===== src/rtl/core/owah_pkg.sv =====
// ----------------------------------------------------------------------------
// owah_pkg
// Shared types, codes and widths of the one-wire address handoff master.
// ----------------------------------------------------------------------------
package owah_pkg;

  // timer width and the widest value it is compared against
  localparam int TIMER_BITS = 20;
  localparam int CFG_DATA_W = 20;
  localparam int CMP_W      = (TIMER_BITS > CFG_DATA_W) ? TIMER_BITS : CFG_DATA_W;
  localparam int REG_INDEX_W = 3;

  // configuration register indexes
  localparam logic [REG_INDEX_W-1:0] REG_RESET_LOW      = 3'd0;
  localparam logic [REG_INDEX_W-1:0] REG_PRES_SAMPLE    = 3'd1;
  localparam logic [REG_INDEX_W-1:0] REG_PRES_RECOVER   = 3'd2;
  localparam logic [REG_INDEX_W-1:0] REG_WRITE_ONE_LOW  = 3'd3;
  localparam logic [REG_INDEX_W-1:0] REG_WRITE_ZERO_LOW = 3'd4;
  localparam logic [REG_INDEX_W-1:0] REG_READ_SAMPLE    = 3'd5;
  localparam logic [REG_INDEX_W-1:0] REG_SLOT           = 3'd6;
  localparam logic [REG_INDEX_W-1:0] REG_IDLE_LIMIT     = 3'd7;

  // sequencer phases
  localparam logic [3:0] PH_IDLE         = 4'd0;
  localparam logic [3:0] PH_WAIT_HIGH    = 4'd1;
  localparam logic [3:0] PH_RESET_LOW    = 4'd2;
  localparam logic [3:0] PH_PRES_WAIT    = 4'd3;
  localparam logic [3:0] PH_PRES_RECOVER = 4'd4;
  localparam logic [3:0] PH_WRITE_ADDR   = 4'd5;
  localparam logic [3:0] PH_READ_ECHO    = 4'd6;
  localparam logic [3:0] PH_WRITE_ACK    = 4'd7;

  // input operations
  localparam logic OP_TICK  = 1'b0;
  localparam logic OP_START = 1'b1;

  // status codes
  localparam logic [1:0] ST_OK          = 2'd0;
  localparam logic [1:0] ST_STUCK_LOW   = 2'd1;
  localparam logic [1:0] ST_NO_PRESENCE = 2'd2;
  localparam logic [1:0] ST_MISMATCH    = 2'd3;

  // acknowledge bytes
  localparam logic [7:0] ACK_MATCH    = 8'h01;
  localparam logic [7:0] ACK_MISMATCH = 8'hFE;

  localparam logic [TIMER_BITS-1:0] TIMER_MAX = {TIMER_BITS{1'b1}};

  // configuration register file
  typedef struct packed {
    logic [11:0] reset_low_us;
    logic [9:0]  presence_sample_us;
    logic [9:0]  presence_recovery_us;
    logic [5:0]  write_one_low_us;
    logic [6:0]  write_zero_low_us;
    logic [5:0]  read_sample_us;
    logic [7:0]  slot_us;
    logic [19:0] idle_wait_limit_us;
  } cfg_t;

  localparam cfg_t CFG_RESET = '{
    reset_low_us:         12'd480,
    presence_sample_us:   10'd70,
    presence_recovery_us: 10'd410,
    write_one_low_us:     6'd6,
    write_zero_low_us:    7'd60,
    read_sample_us:       6'd15,
    slot_us:              8'd70,
    idle_wait_limit_us:   20'd1000000
  };

  // sequencer state
  typedef struct packed {
    logic [3:0]            phase;
    logic [TIMER_BITS-1:0] tick_count;
    logic [2:0]            bit_index;
    logic [7:0]            address_hold;
    logic [7:0]            send_shift;
    logic [7:0]            read_shift;
    logic [1:0]            last_status;
  } seq_state_t;

  // one result word
  typedef struct packed {
    logic       drive_low;
    logic       busy_res;
    logic       done_res;
    logic [1:0] status;
    logic [7:0] echo_byte;
  } res_word_t;

endpackage


===== src/rtl/core/owah_in_if.sv =====
// ----------------------------------------------------------------------------
// owah_in_if
// Input channel: tick or start words with address and sampled line level.
// ----------------------------------------------------------------------------
interface owah_in_if;
  logic       valid;
  logic       ready;
  logic       op;
  logic [7:0] address;
  logic       line_level;

  modport source (output valid, op, address, line_level, input ready);
  modport sink   (input valid, op, address, line_level, output ready);
endinterface


===== src/rtl/core/owah_out_if.sv =====
// ----------------------------------------------------------------------------
// owah_out_if
// Result channel: bus drive and sequence status for each input word.
// ----------------------------------------------------------------------------
interface owah_out_if;
  logic       valid;
  logic       ready;
  logic       drive_low;
  logic       busy_res;
  logic       done_res;
  logic [1:0] status;
  logic [7:0] echo_byte;

  modport source (output valid, drive_low, busy_res, done_res, status, echo_byte,
                  input ready);
  modport sink   (input valid, drive_low, busy_res, done_res, status, echo_byte,
                  output ready);
endinterface


===== src/rtl/core/one_wire_address_handoff_master_core.sv =====
// ----------------------------------------------------------------------------
// one_wire_address_handoff_master_core
// One-wire master that resets the bus, writes an address, reads its echo and
// acknowledges it, timed by microsecond tick words.
// ----------------------------------------------------------------------------
//
//  channel   dir  handshake       contents
//  item      in   valid/ready     op, address, line_level
//  result    out  valid/ready     drive_low, busy_res, done_res, status, echo_byte
//  wr_*      in   wr_en only      wr_index, wr_data (register write)
//
// One word per cycle unless the result stalls; each word yields one registered result.
// The sequencer state and the result register update in the accepting cycle.
// item.ready is high while the result register is empty or being taken.
// rst (synchronous) returns the sequencer to idle and the registers to defaults.
// ----------------------------------------------------------------------------
module one_wire_address_handoff_master_core (
  input  logic                              clk,
  input  logic                              rst,
  owah_in_if.sink                           item,
  owah_out_if.source                        result,
  input  logic                              wr_en,
  input  logic [owah_pkg::REG_INDEX_W-1:0]  wr_index,
  input  logic [owah_pkg::CFG_DATA_W-1:0]   wr_data
);

  owah_pkg::cfg_t       cfg;
  owah_pkg::seq_state_t state;
  owah_pkg::seq_state_t state_next;
  owah_pkg::res_word_t  res_next;
  owah_pkg::res_word_t  res_q;
  logic                 res_valid;
  logic                 accept;

  assign item.ready = !res_valid || result.ready;
  assign accept     = item.valid && item.ready;

  // configuration registers
  always_ff @(posedge clk) begin
    if (rst) begin
      cfg <= owah_pkg::CFG_RESET;
    end else if (wr_en) begin
      unique case (wr_index)
        owah_pkg::REG_RESET_LOW:      cfg.reset_low_us         <= wr_data[11:0];
        owah_pkg::REG_PRES_SAMPLE:    cfg.presence_sample_us   <= wr_data[9:0];
        owah_pkg::REG_PRES_RECOVER:   cfg.presence_recovery_us <= wr_data[9:0];
        owah_pkg::REG_WRITE_ONE_LOW:  cfg.write_one_low_us     <= wr_data[5:0];
        owah_pkg::REG_WRITE_ZERO_LOW: cfg.write_zero_low_us    <= wr_data[6:0];
        owah_pkg::REG_READ_SAMPLE:    cfg.read_sample_us       <= wr_data[5:0];
        owah_pkg::REG_SLOT:           cfg.slot_us              <= wr_data[7:0];
        owah_pkg::REG_IDLE_LIMIT:     cfg.idle_wait_limit_us   <= wr_data[19:0];
        default: begin
        end
      endcase
    end
  end

  // sequencer step
  owah_seq_step u_step (
    .cfg        (cfg),
    .cur        (state),
    .op         (item.op),
    .address    (item.address),
    .line_level (item.line_level),
    .nxt        (state_next),
    .res        (res_next)
  );

  // sequencer state
  always_ff @(posedge clk) begin
    if (rst) begin
      state <= '{phase: owah_pkg::PH_IDLE, default: '0};
    end else if (accept) begin
      state <= state_next;
    end
  end

  // result register
  always_ff @(posedge clk) begin
    if (rst) begin
      res_valid <= 1'b0;
    end else if (accept) begin
      res_valid <= 1'b1;
    end else if (result.ready) begin
      res_valid <= 1'b0;
    end
  end

  always_ff @(posedge clk) begin
    if (accept) begin
      res_q <= res_next;
    end
  end

  assign result.valid     = res_valid;
  assign result.drive_low = res_q.drive_low;
  assign result.busy_res  = res_q.busy_res;
  assign result.done_res  = res_q.done_res;
  assign result.status    = res_q.status;
  assign result.echo_byte = res_q.echo_byte;

endmodule


===== src/rtl/core/owah_seq_step.sv =====
// ----------------------------------------------------------------------------
// owah_seq_step
// Next-state and result logic of the handoff sequencer for one input word.
// ----------------------------------------------------------------------------
module owah_seq_step (
  input  owah_pkg::cfg_t       cfg,
  input  owah_pkg::seq_state_t cur,
  input  logic                 op,
  input  logic [7:0]           address,
  input  logic                 line_level,
  output owah_pkg::seq_state_t nxt,
  output owah_pkg::res_word_t  res
);

  logic [owah_pkg::TIMER_BITS-1:0] t;
  logic [owah_pkg::CMP_W-1:0]      t_w;
  logic [owah_pkg::CMP_W-1:0]      cur_w;
  logic [7:0]                      rs;
  logic                            done;
  logic [6:0]                      low_time;
  logic                            slot_drive;

  // saturating tick counter increment
  always_comb begin
    t     = (cur.tick_count == owah_pkg::TIMER_MAX) ? cur.tick_count
                                                    : cur.tick_count + 1'b1;
    t_w   = owah_pkg::CMP_W'(t);
    cur_w = owah_pkg::CMP_W'(cur.tick_count);
  end

  // sequencer transition
  always_comb begin
    nxt  = cur;
    done = 1'b0;
    rs   = cur.read_shift;
    if (op == owah_pkg::OP_START) begin
      if (cur.phase == owah_pkg::PH_IDLE) begin
        nxt.address_hold = address;
        nxt.last_status  = owah_pkg::ST_OK;
        nxt.phase        = owah_pkg::PH_WAIT_HIGH;
        nxt.tick_count   = '0;
        nxt.bit_index    = '0;
      end
    end else begin
      unique case (cur.phase)
        owah_pkg::PH_WAIT_HIGH: begin
          if (cur_w >= owah_pkg::CMP_W'(cfg.idle_wait_limit_us) ||
              cur.tick_count == owah_pkg::TIMER_MAX) begin
            nxt.last_status = owah_pkg::ST_STUCK_LOW;
            nxt.phase       = owah_pkg::PH_IDLE;
            nxt.tick_count  = '0;
            nxt.bit_index   = '0;
            done            = 1'b1;
          end else if (line_level) begin
            nxt.phase      = owah_pkg::PH_RESET_LOW;
            nxt.tick_count = '0;
            nxt.bit_index  = '0;
          end else begin
            nxt.tick_count = t;
          end
        end
        owah_pkg::PH_RESET_LOW: begin
          if (t_w >= owah_pkg::CMP_W'(cfg.reset_low_us)) begin
            nxt.phase      = owah_pkg::PH_PRES_WAIT;
            nxt.tick_count = '0;
            nxt.bit_index  = '0;
          end else begin
            nxt.tick_count = t;
          end
        end
        owah_pkg::PH_PRES_WAIT: begin
          if (t_w >= owah_pkg::CMP_W'(cfg.presence_sample_us)) begin
            nxt.last_status = line_level ? owah_pkg::ST_NO_PRESENCE : owah_pkg::ST_OK;
            nxt.phase       = owah_pkg::PH_PRES_RECOVER;
            nxt.tick_count  = '0;
            nxt.bit_index   = '0;
          end else begin
            nxt.tick_count = t;
          end
        end
        owah_pkg::PH_PRES_RECOVER: begin
          if (t_w >= owah_pkg::CMP_W'(cfg.presence_recovery_us)) begin
            nxt.tick_count = '0;
            nxt.bit_index  = '0;
            if (cur.last_status != owah_pkg::ST_OK) begin
              nxt.phase = owah_pkg::PH_IDLE;
              done      = 1'b1;
            end else begin
              nxt.send_shift = cur.address_hold;
              nxt.phase      = owah_pkg::PH_WRITE_ADDR;
            end
          end else begin
            nxt.tick_count = t;
          end
        end
        owah_pkg::PH_WRITE_ADDR, owah_pkg::PH_READ_ECHO, owah_pkg::PH_WRITE_ACK: begin
          // read slots sample once, at the configured sample tick
          if (cur.phase == owah_pkg::PH_READ_ECHO && line_level &&
              t_w == owah_pkg::CMP_W'(cfg.read_sample_us)) begin
            rs[cur.bit_index] = 1'b1;
          end
          nxt.read_shift = rs;
          if (t_w >= owah_pkg::CMP_W'(cfg.slot_us)) begin
            nxt.tick_count = '0;
            if (cur.bit_index != 3'd7) begin
              nxt.bit_index = cur.bit_index + 3'd1;
            end else begin
              nxt.bit_index = '0;
              if (cur.phase == owah_pkg::PH_WRITE_ADDR) begin
                nxt.read_shift = '0;
                nxt.phase      = owah_pkg::PH_READ_ECHO;
              end else if (cur.phase == owah_pkg::PH_READ_ECHO) begin
                if (rs == cur.address_hold) begin
                  nxt.send_shift  = owah_pkg::ACK_MATCH;
                  nxt.last_status = owah_pkg::ST_OK;
                end else begin
                  nxt.send_shift  = owah_pkg::ACK_MISMATCH;
                  nxt.last_status = owah_pkg::ST_MISMATCH;
                end
                nxt.phase = owah_pkg::PH_WRITE_ACK;
              end else begin
                nxt.phase = owah_pkg::PH_IDLE;
                done      = 1'b1;
              end
            end
          end else begin
            nxt.tick_count = t;
          end
        end
        default: begin
        end
      endcase
    end
  end

  // bus drive for the coming microsecond, from the updated state
  always_comb begin
    low_time = (nxt.phase == owah_pkg::PH_READ_ECHO || nxt.send_shift[nxt.bit_index])
               ? {1'b0, cfg.write_one_low_us} : cfg.write_zero_low_us;
    slot_drive = owah_pkg::CMP_W'(nxt.tick_count) < owah_pkg::CMP_W'(low_time);
    unique case (nxt.phase)
      owah_pkg::PH_RESET_LOW:  res.drive_low = 1'b1;
      owah_pkg::PH_WRITE_ADDR,
      owah_pkg::PH_READ_ECHO,
      owah_pkg::PH_WRITE_ACK:  res.drive_low = slot_drive;
      default:                 res.drive_low = 1'b0;
    endcase
    res.busy_res  = nxt.phase != owah_pkg::PH_IDLE;
    res.done_res  = done;
    res.status    = nxt.last_status;
    res.echo_byte = nxt.read_shift;
  end

endmodule


===== src/flat_wrapper.sv =====
// flat-port wrapper written by rule: the top's interface ports become plain ports
module one_wire_address_handoff_master_core_flat 
  (clk, rst, wr_en, wr_index, wr_data, item_valid, item_op, item_address, item_line_level, item_ready, result_valid, result_drive_low, result_busy_res, result_done_res, result_status, result_echo_byte, result_ready);
  owah_in_if item_i ();
  owah_out_if result_i ();
  input  logic clk;
  input  logic rst;
  input  logic wr_en;
  input  logic [owah_pkg::REG_INDEX_W-1:0] wr_index;
  input  logic [owah_pkg::CFG_DATA_W-1:0] wr_data;
  input wire logic [$bits(item_i.valid)-1:0] item_valid;
  input wire logic [$bits(item_i.op)-1:0] item_op;
  input wire logic [$bits(item_i.address)-1:0] item_address;
  input wire logic [$bits(item_i.line_level)-1:0] item_line_level;
  output wire logic [$bits(item_i.ready)-1:0] item_ready;
  output wire logic [$bits(result_i.valid)-1:0] result_valid;
  output wire logic [$bits(result_i.drive_low)-1:0] result_drive_low;
  output wire logic [$bits(result_i.busy_res)-1:0] result_busy_res;
  output wire logic [$bits(result_i.done_res)-1:0] result_done_res;
  output wire logic [$bits(result_i.status)-1:0] result_status;
  output wire logic [$bits(result_i.echo_byte)-1:0] result_echo_byte;
  input wire logic [$bits(result_i.ready)-1:0] result_ready;
  assign item_i.valid = item_valid;
  assign item_i.op = item_op;
  assign item_i.address = item_address;
  assign item_i.line_level = item_line_level;
  assign item_ready = item_i.ready;
  assign result_valid = result_i.valid;
  assign result_drive_low = result_i.drive_low;
  assign result_busy_res = result_i.busy_res;
  assign result_done_res = result_i.done_res;
  assign result_status = result_i.status;
  assign result_echo_byte = result_i.echo_byte;
  assign result_i.ready = result_ready;
  one_wire_address_handoff_master_core u_core (.clk(clk), .rst(rst), .item(item_i), .result(result_i), .wr_en(wr_en), .wr_index(wr_index), .wr_data(wr_data));
endmodule

===== config.mk =====
export PLATFORM = sky130hd
export DESIGN_NAME = one_wire_address_handoff_master_core_flat
export DESIGN_NICKNAME = d
export VERILOG_FILES = /design/src/rtl/core/owah_pkg.sv /design/src/rtl/core/owah_in_if.sv /design/src/rtl/core/owah_out_if.sv /design/src/rtl/core/one_wire_address_handoff_master_core.sv /design/src/rtl/core/owah_seq_step.sv /design/src/flat_wrapper.sv
export SDC_FILE = /design/constraint.sdc
export NUM_CORES = 1
export LEC_CHECK = 0
export BUFFER_PORTS_ARGS = -buffer_cell sky130_fd_sc_hd__buf_2
export CAP_MARGIN = 20
export CELL_PAD_IN_SITES_DETAIL_PLACEMENT = 2
export CELL_PAD_IN_SITES_GLOBAL_PLACEMENT = 2
export CORE_AREA = 4 4 166 168
export CTS_CLUSTER_SIZE = 10
export DETAILED_ROUTE_END_ITERATION = 8
export DIE_AREA = 0 0 170 172
export PLACE_DENSITY = 0.77
export SYNTH_ARGS = -nofsm -noshare
export SYNTH_HDL_FRONTEND = slang
export SYNTH_SLANG_ARGS = --single-unit

===== constraint.sdc =====
create_clock -name clk -period 7.1 [get_ports clk]
set_input_delay 0.355 -clock clk [delete_from_list [all_inputs] [get_ports clk]]
set_output_delay 0.355 -clock clk [all_outputs]
set_load 0.01 [all_outputs]

==> flow_summary.json <==
{
  "critPathMaxStageDelay_ps": 490,
  "hp-class": "input port to flop",
  "p_switching_mw": 0.691,
  "wl_met2_um": 18600,
  "met3_length_um": 1270,
  "num-fill-cells": 2985,
  "grt_max_degree": 71,
  "synth_top_family_by_area": "simple AND/OR/NAND/NOR gates",
  "synth_edf_count": 13,
  "antenna_found_initial": 0,
  "hold_viol_final": 0,
  "timing.slew.headroom_pct": 38.4,
  "pre_cts_slack_ps": -181,
  "synth_seq_area_share_pct": 32.0,
  "cts_tree": "built",
  "grt_usage_pct": 25.3,
  "htreeDepth": 4,
  "path_class": "flop to flop",
  "grt_pass1_vias": 10000,
  "pwr-share-clk_pct": 43.1,
  "async_flop_share_pct": 0,
  "coreArea_sq_um": 25900,
  "synth-xor-area-share_pct": 1.01,
  "fin_total_pwr_mw": 2.18,
  "final_common_cell": "nand2_1",
  "seqPwrFrac_pct": 40.9,
  "insertion_delay_ps": 450,
  "clk_pin_slew_worst_paths_ps": 70,
  "cts_buffer_depth": 2,
  "row_count": 59,
  "drive_gt1_share_pct": 14.3,
  "wl_um": 37200,
  "worst_pin_slew_ps": 918,
  "syn_to_final_growth_pct": 14.3,
  "synth.distinct_cells": 88,
  "grt_pass1_wl_um": 57900,
  "pwr-share-comb_pct": 16.0,
  "critPathRequiredTime_ps": 7400,
  "path_max_fanout": 10,
  "grt_overflow": 0,
  "vias": 9401,
  "final_net_count": 1359,
  "ant_nets": 0,
  "numCtsBuffers": 17,
  "dpl.hpwl_um": 26800,
  "maxSlewViolCount": 0,
  "powerDensity_nw_per_um2": 200,
  "arrival_ps": 7030,
  "ys_ff_latch": 146,
  "clock_sinks": 146,
  "n_antenna_cell": 0,
  "cap_violations": 0,
  "synthAdderAreaFrac_pct": 9.05,
  "wl_met1_um": 16400,
  "switching_share_pct": 31.6,
  "setup_viol": 0,
  "crit_slowest_cell": "a2111oi_1",
  "final_area_sq_um": 10900,
  "port_buffers": 52,
  "ys_warn_count": 0,
  "synth_area_sq_um": 9540,
  "startpoint_type": "flop",
  "syn_inst": 1212,
  "viasPerCell": 5.88,
  "wl_per_cell_um": 23.3,
  "placed_area_sq_um": 10200,
  "synth_mux_area_share_pct": 2.82,
  "skew_ps": 17.2,
  "post-route-min-period_ps": 6740,
  "synth_nets": 1319,
  "start_util_pct": 36.8,
  "ys.flop_type": "dfxtp_1",
  "most-common-layout-cells": "183 x nand2_1, 133 x dfxtp_1, 107 x nor2_1",
  "avgSynthCellArea_sq_um": 7.87,
  "fp.dieW_um": 170,
  "fmax_mhz": 148,
  "die_area_sq_um": 29200,
  "pin_count": 53,
  "whs_ps": 118,
  "ir_drop_uv": 155,
  "fin_crit_sh_pct": 94.9,
  "routed.top_layer": "met4",
  "p_leak_nw": 4.43,
  "synthSimpleGateAreaFrac_pct": 26.1,
  "die_h_um": 172,
  "place.gp.congestion": 0.903,
  "root_buffer": "clkbuf_16",
  "synth-compound-area-share_pct": 22.2,
  "status": "finished clean",
  "cp-end-kind": "flop",
  "fin_ws_ps": 363,
  "intPower_mw": 1.49,
  "drt_iter0_drc": 501,
  "route.detailed.drc": 0,
  "first_pass_iters": 5
}
[metal layers]
layer / vias up / global-route usage (%)
li1: 4418 / -
met1: 4751 / 31.7
met2: 178 / 45.0
met3: 54 / 3.82
met4: 0 / 7.95
met5: - / 0
[kinds of logic (layout without fill, tap and decap cells)]
family                     after synthesis  after routing
AOI/OAI and AO/OA                      310            310
xor gates and xnor gates                11             11
adders and majority gates               69             69
buffers and inverters                  160            213
DFF                                    146            146
muxes                                   24             24
and+or+nand+nor                        492            492
[final cells by class]
type | count | area, sq um | area share, %
clock buffer | 18 | 439 | 4.03
clock inverter | 14 | 144 | 1.32
inverter | 81 | 304 | 2.79
multi-input combinational | 906 | 5900 | 54.2
sequential | 146 | 3050 | 28.0
tap | 335 | 419 | 3.85
timing repair buffer | 100 | 636 | 5.83
[power groups by stage]
| stage | clock (mW) | sequential [mW] | combinational (mW) |
|---|---|---|---|
| after floorplan | 0 | 0.896 | 0.229 |
| after global placement | 0 | 0.909 | 0.325 |
| after detailed placement | 0 | 0.911 | 0.336 |
| after CTS | 0.957 | 0.892 | 0.344 |
| after global routing | 0.995 | 0.897 | 0.384 |
| final | 0.942 | 0.893 | 0.350 |
[critical path: cells and delay by family (launching register included)]
| family | cells | cell delay [ps] |
|---|---|---|
| AO/OA/AOI/OAI | 13 | 2680 |
| AND/OR/NAND/NOR | 10 | 2310 |
| adder cells (fa/ha/maj) | 2 | 580 |
| flip-flops | 1 | 440 |
| buffers and inverters | 2 | 400 |
| multiplexers | 1 | 200 |
[final timing paths]
check / start / to / slack [ps] / cells past startpoint
min reg2reg: u_core.cfg[1]$_SDFFE_PP0P_ / u_core.cfg[1]$_SDFFE_PP0P_ / 460 / 2
max reg2reg: u_core.state[34]$_SDFFE_PP0P_ / u_core.result.drive_low$_DFFE_PP_ / 360 / 28
max: u_core.state[34]$_SDFFE_PP0P_ / u_core.result.drive_low$_DFFE_PP_ / 360 / 28
min: wr_data[18] / u_core.cfg[18]$_SDFFE_PP1P_ / 120 / 3
[repair_timing]
action                     4_1_cts  5_1_grt
buffers inserted                 0        7
hold buffers                     0        0
pin swaps                        0        5
setup endpoints to repair        1        1
gates resized for setup          3       12
[cells in the mapped netlist, drive strengths merged (12+ instances only)]
library cell | number | share of area [%]
clkbuf | 60 | 2.4
a21oi | 95 | 5.0
a31oi | 14 | 0.92
buf | 19 | 1.2
a21o | 12 | 0.94
o21ai | 43 | 2.3
nand2b | 19 | 1.3
inv | 80 | 3.1
nand2 | 183 | 7.2
ha | 69 | 9.1
edfxtp | 13 | 4.1
nor3 | 31 | 1.7
dfxtp | 133 | 28
mux2i | 19 | 2.0
nand3 | 22 | 1.2
nor2b | 22 | 1.4
nand4 | 25 | 2.1
nor2 | 109 | 4.3
a211oi | 17 | 1.3
a211o | 24 | 2.2
[sequential cells by signal, indices dropped and copies added, names as in the netlist]
signal	cells
u_core.cfg	79
u_core.state	53
u_core.result.echo_byte	8
u_core.result.status	2
u_core.result.busy_res	1
u_core.result.done_res	1
u_core.result.drive_low	1
u_core.result.valid	1
[through the flow]
| step | utilization [%] | std cells | TNS, ps |
|---|---|---|---|
| final | 42.1 | 1600 | 0 |
| after floorplan | - | 1212 | 0 |
| after global placement | 39.2 | 1559 | 0 |
| after detailed placement | 39.2 | 1559 | -181 |
| after CTS | 41.6 | 1591 | 0 |
| after global routing | 42.1 | 1600 | -30.1 |
(Power assumes the default switching activity.)
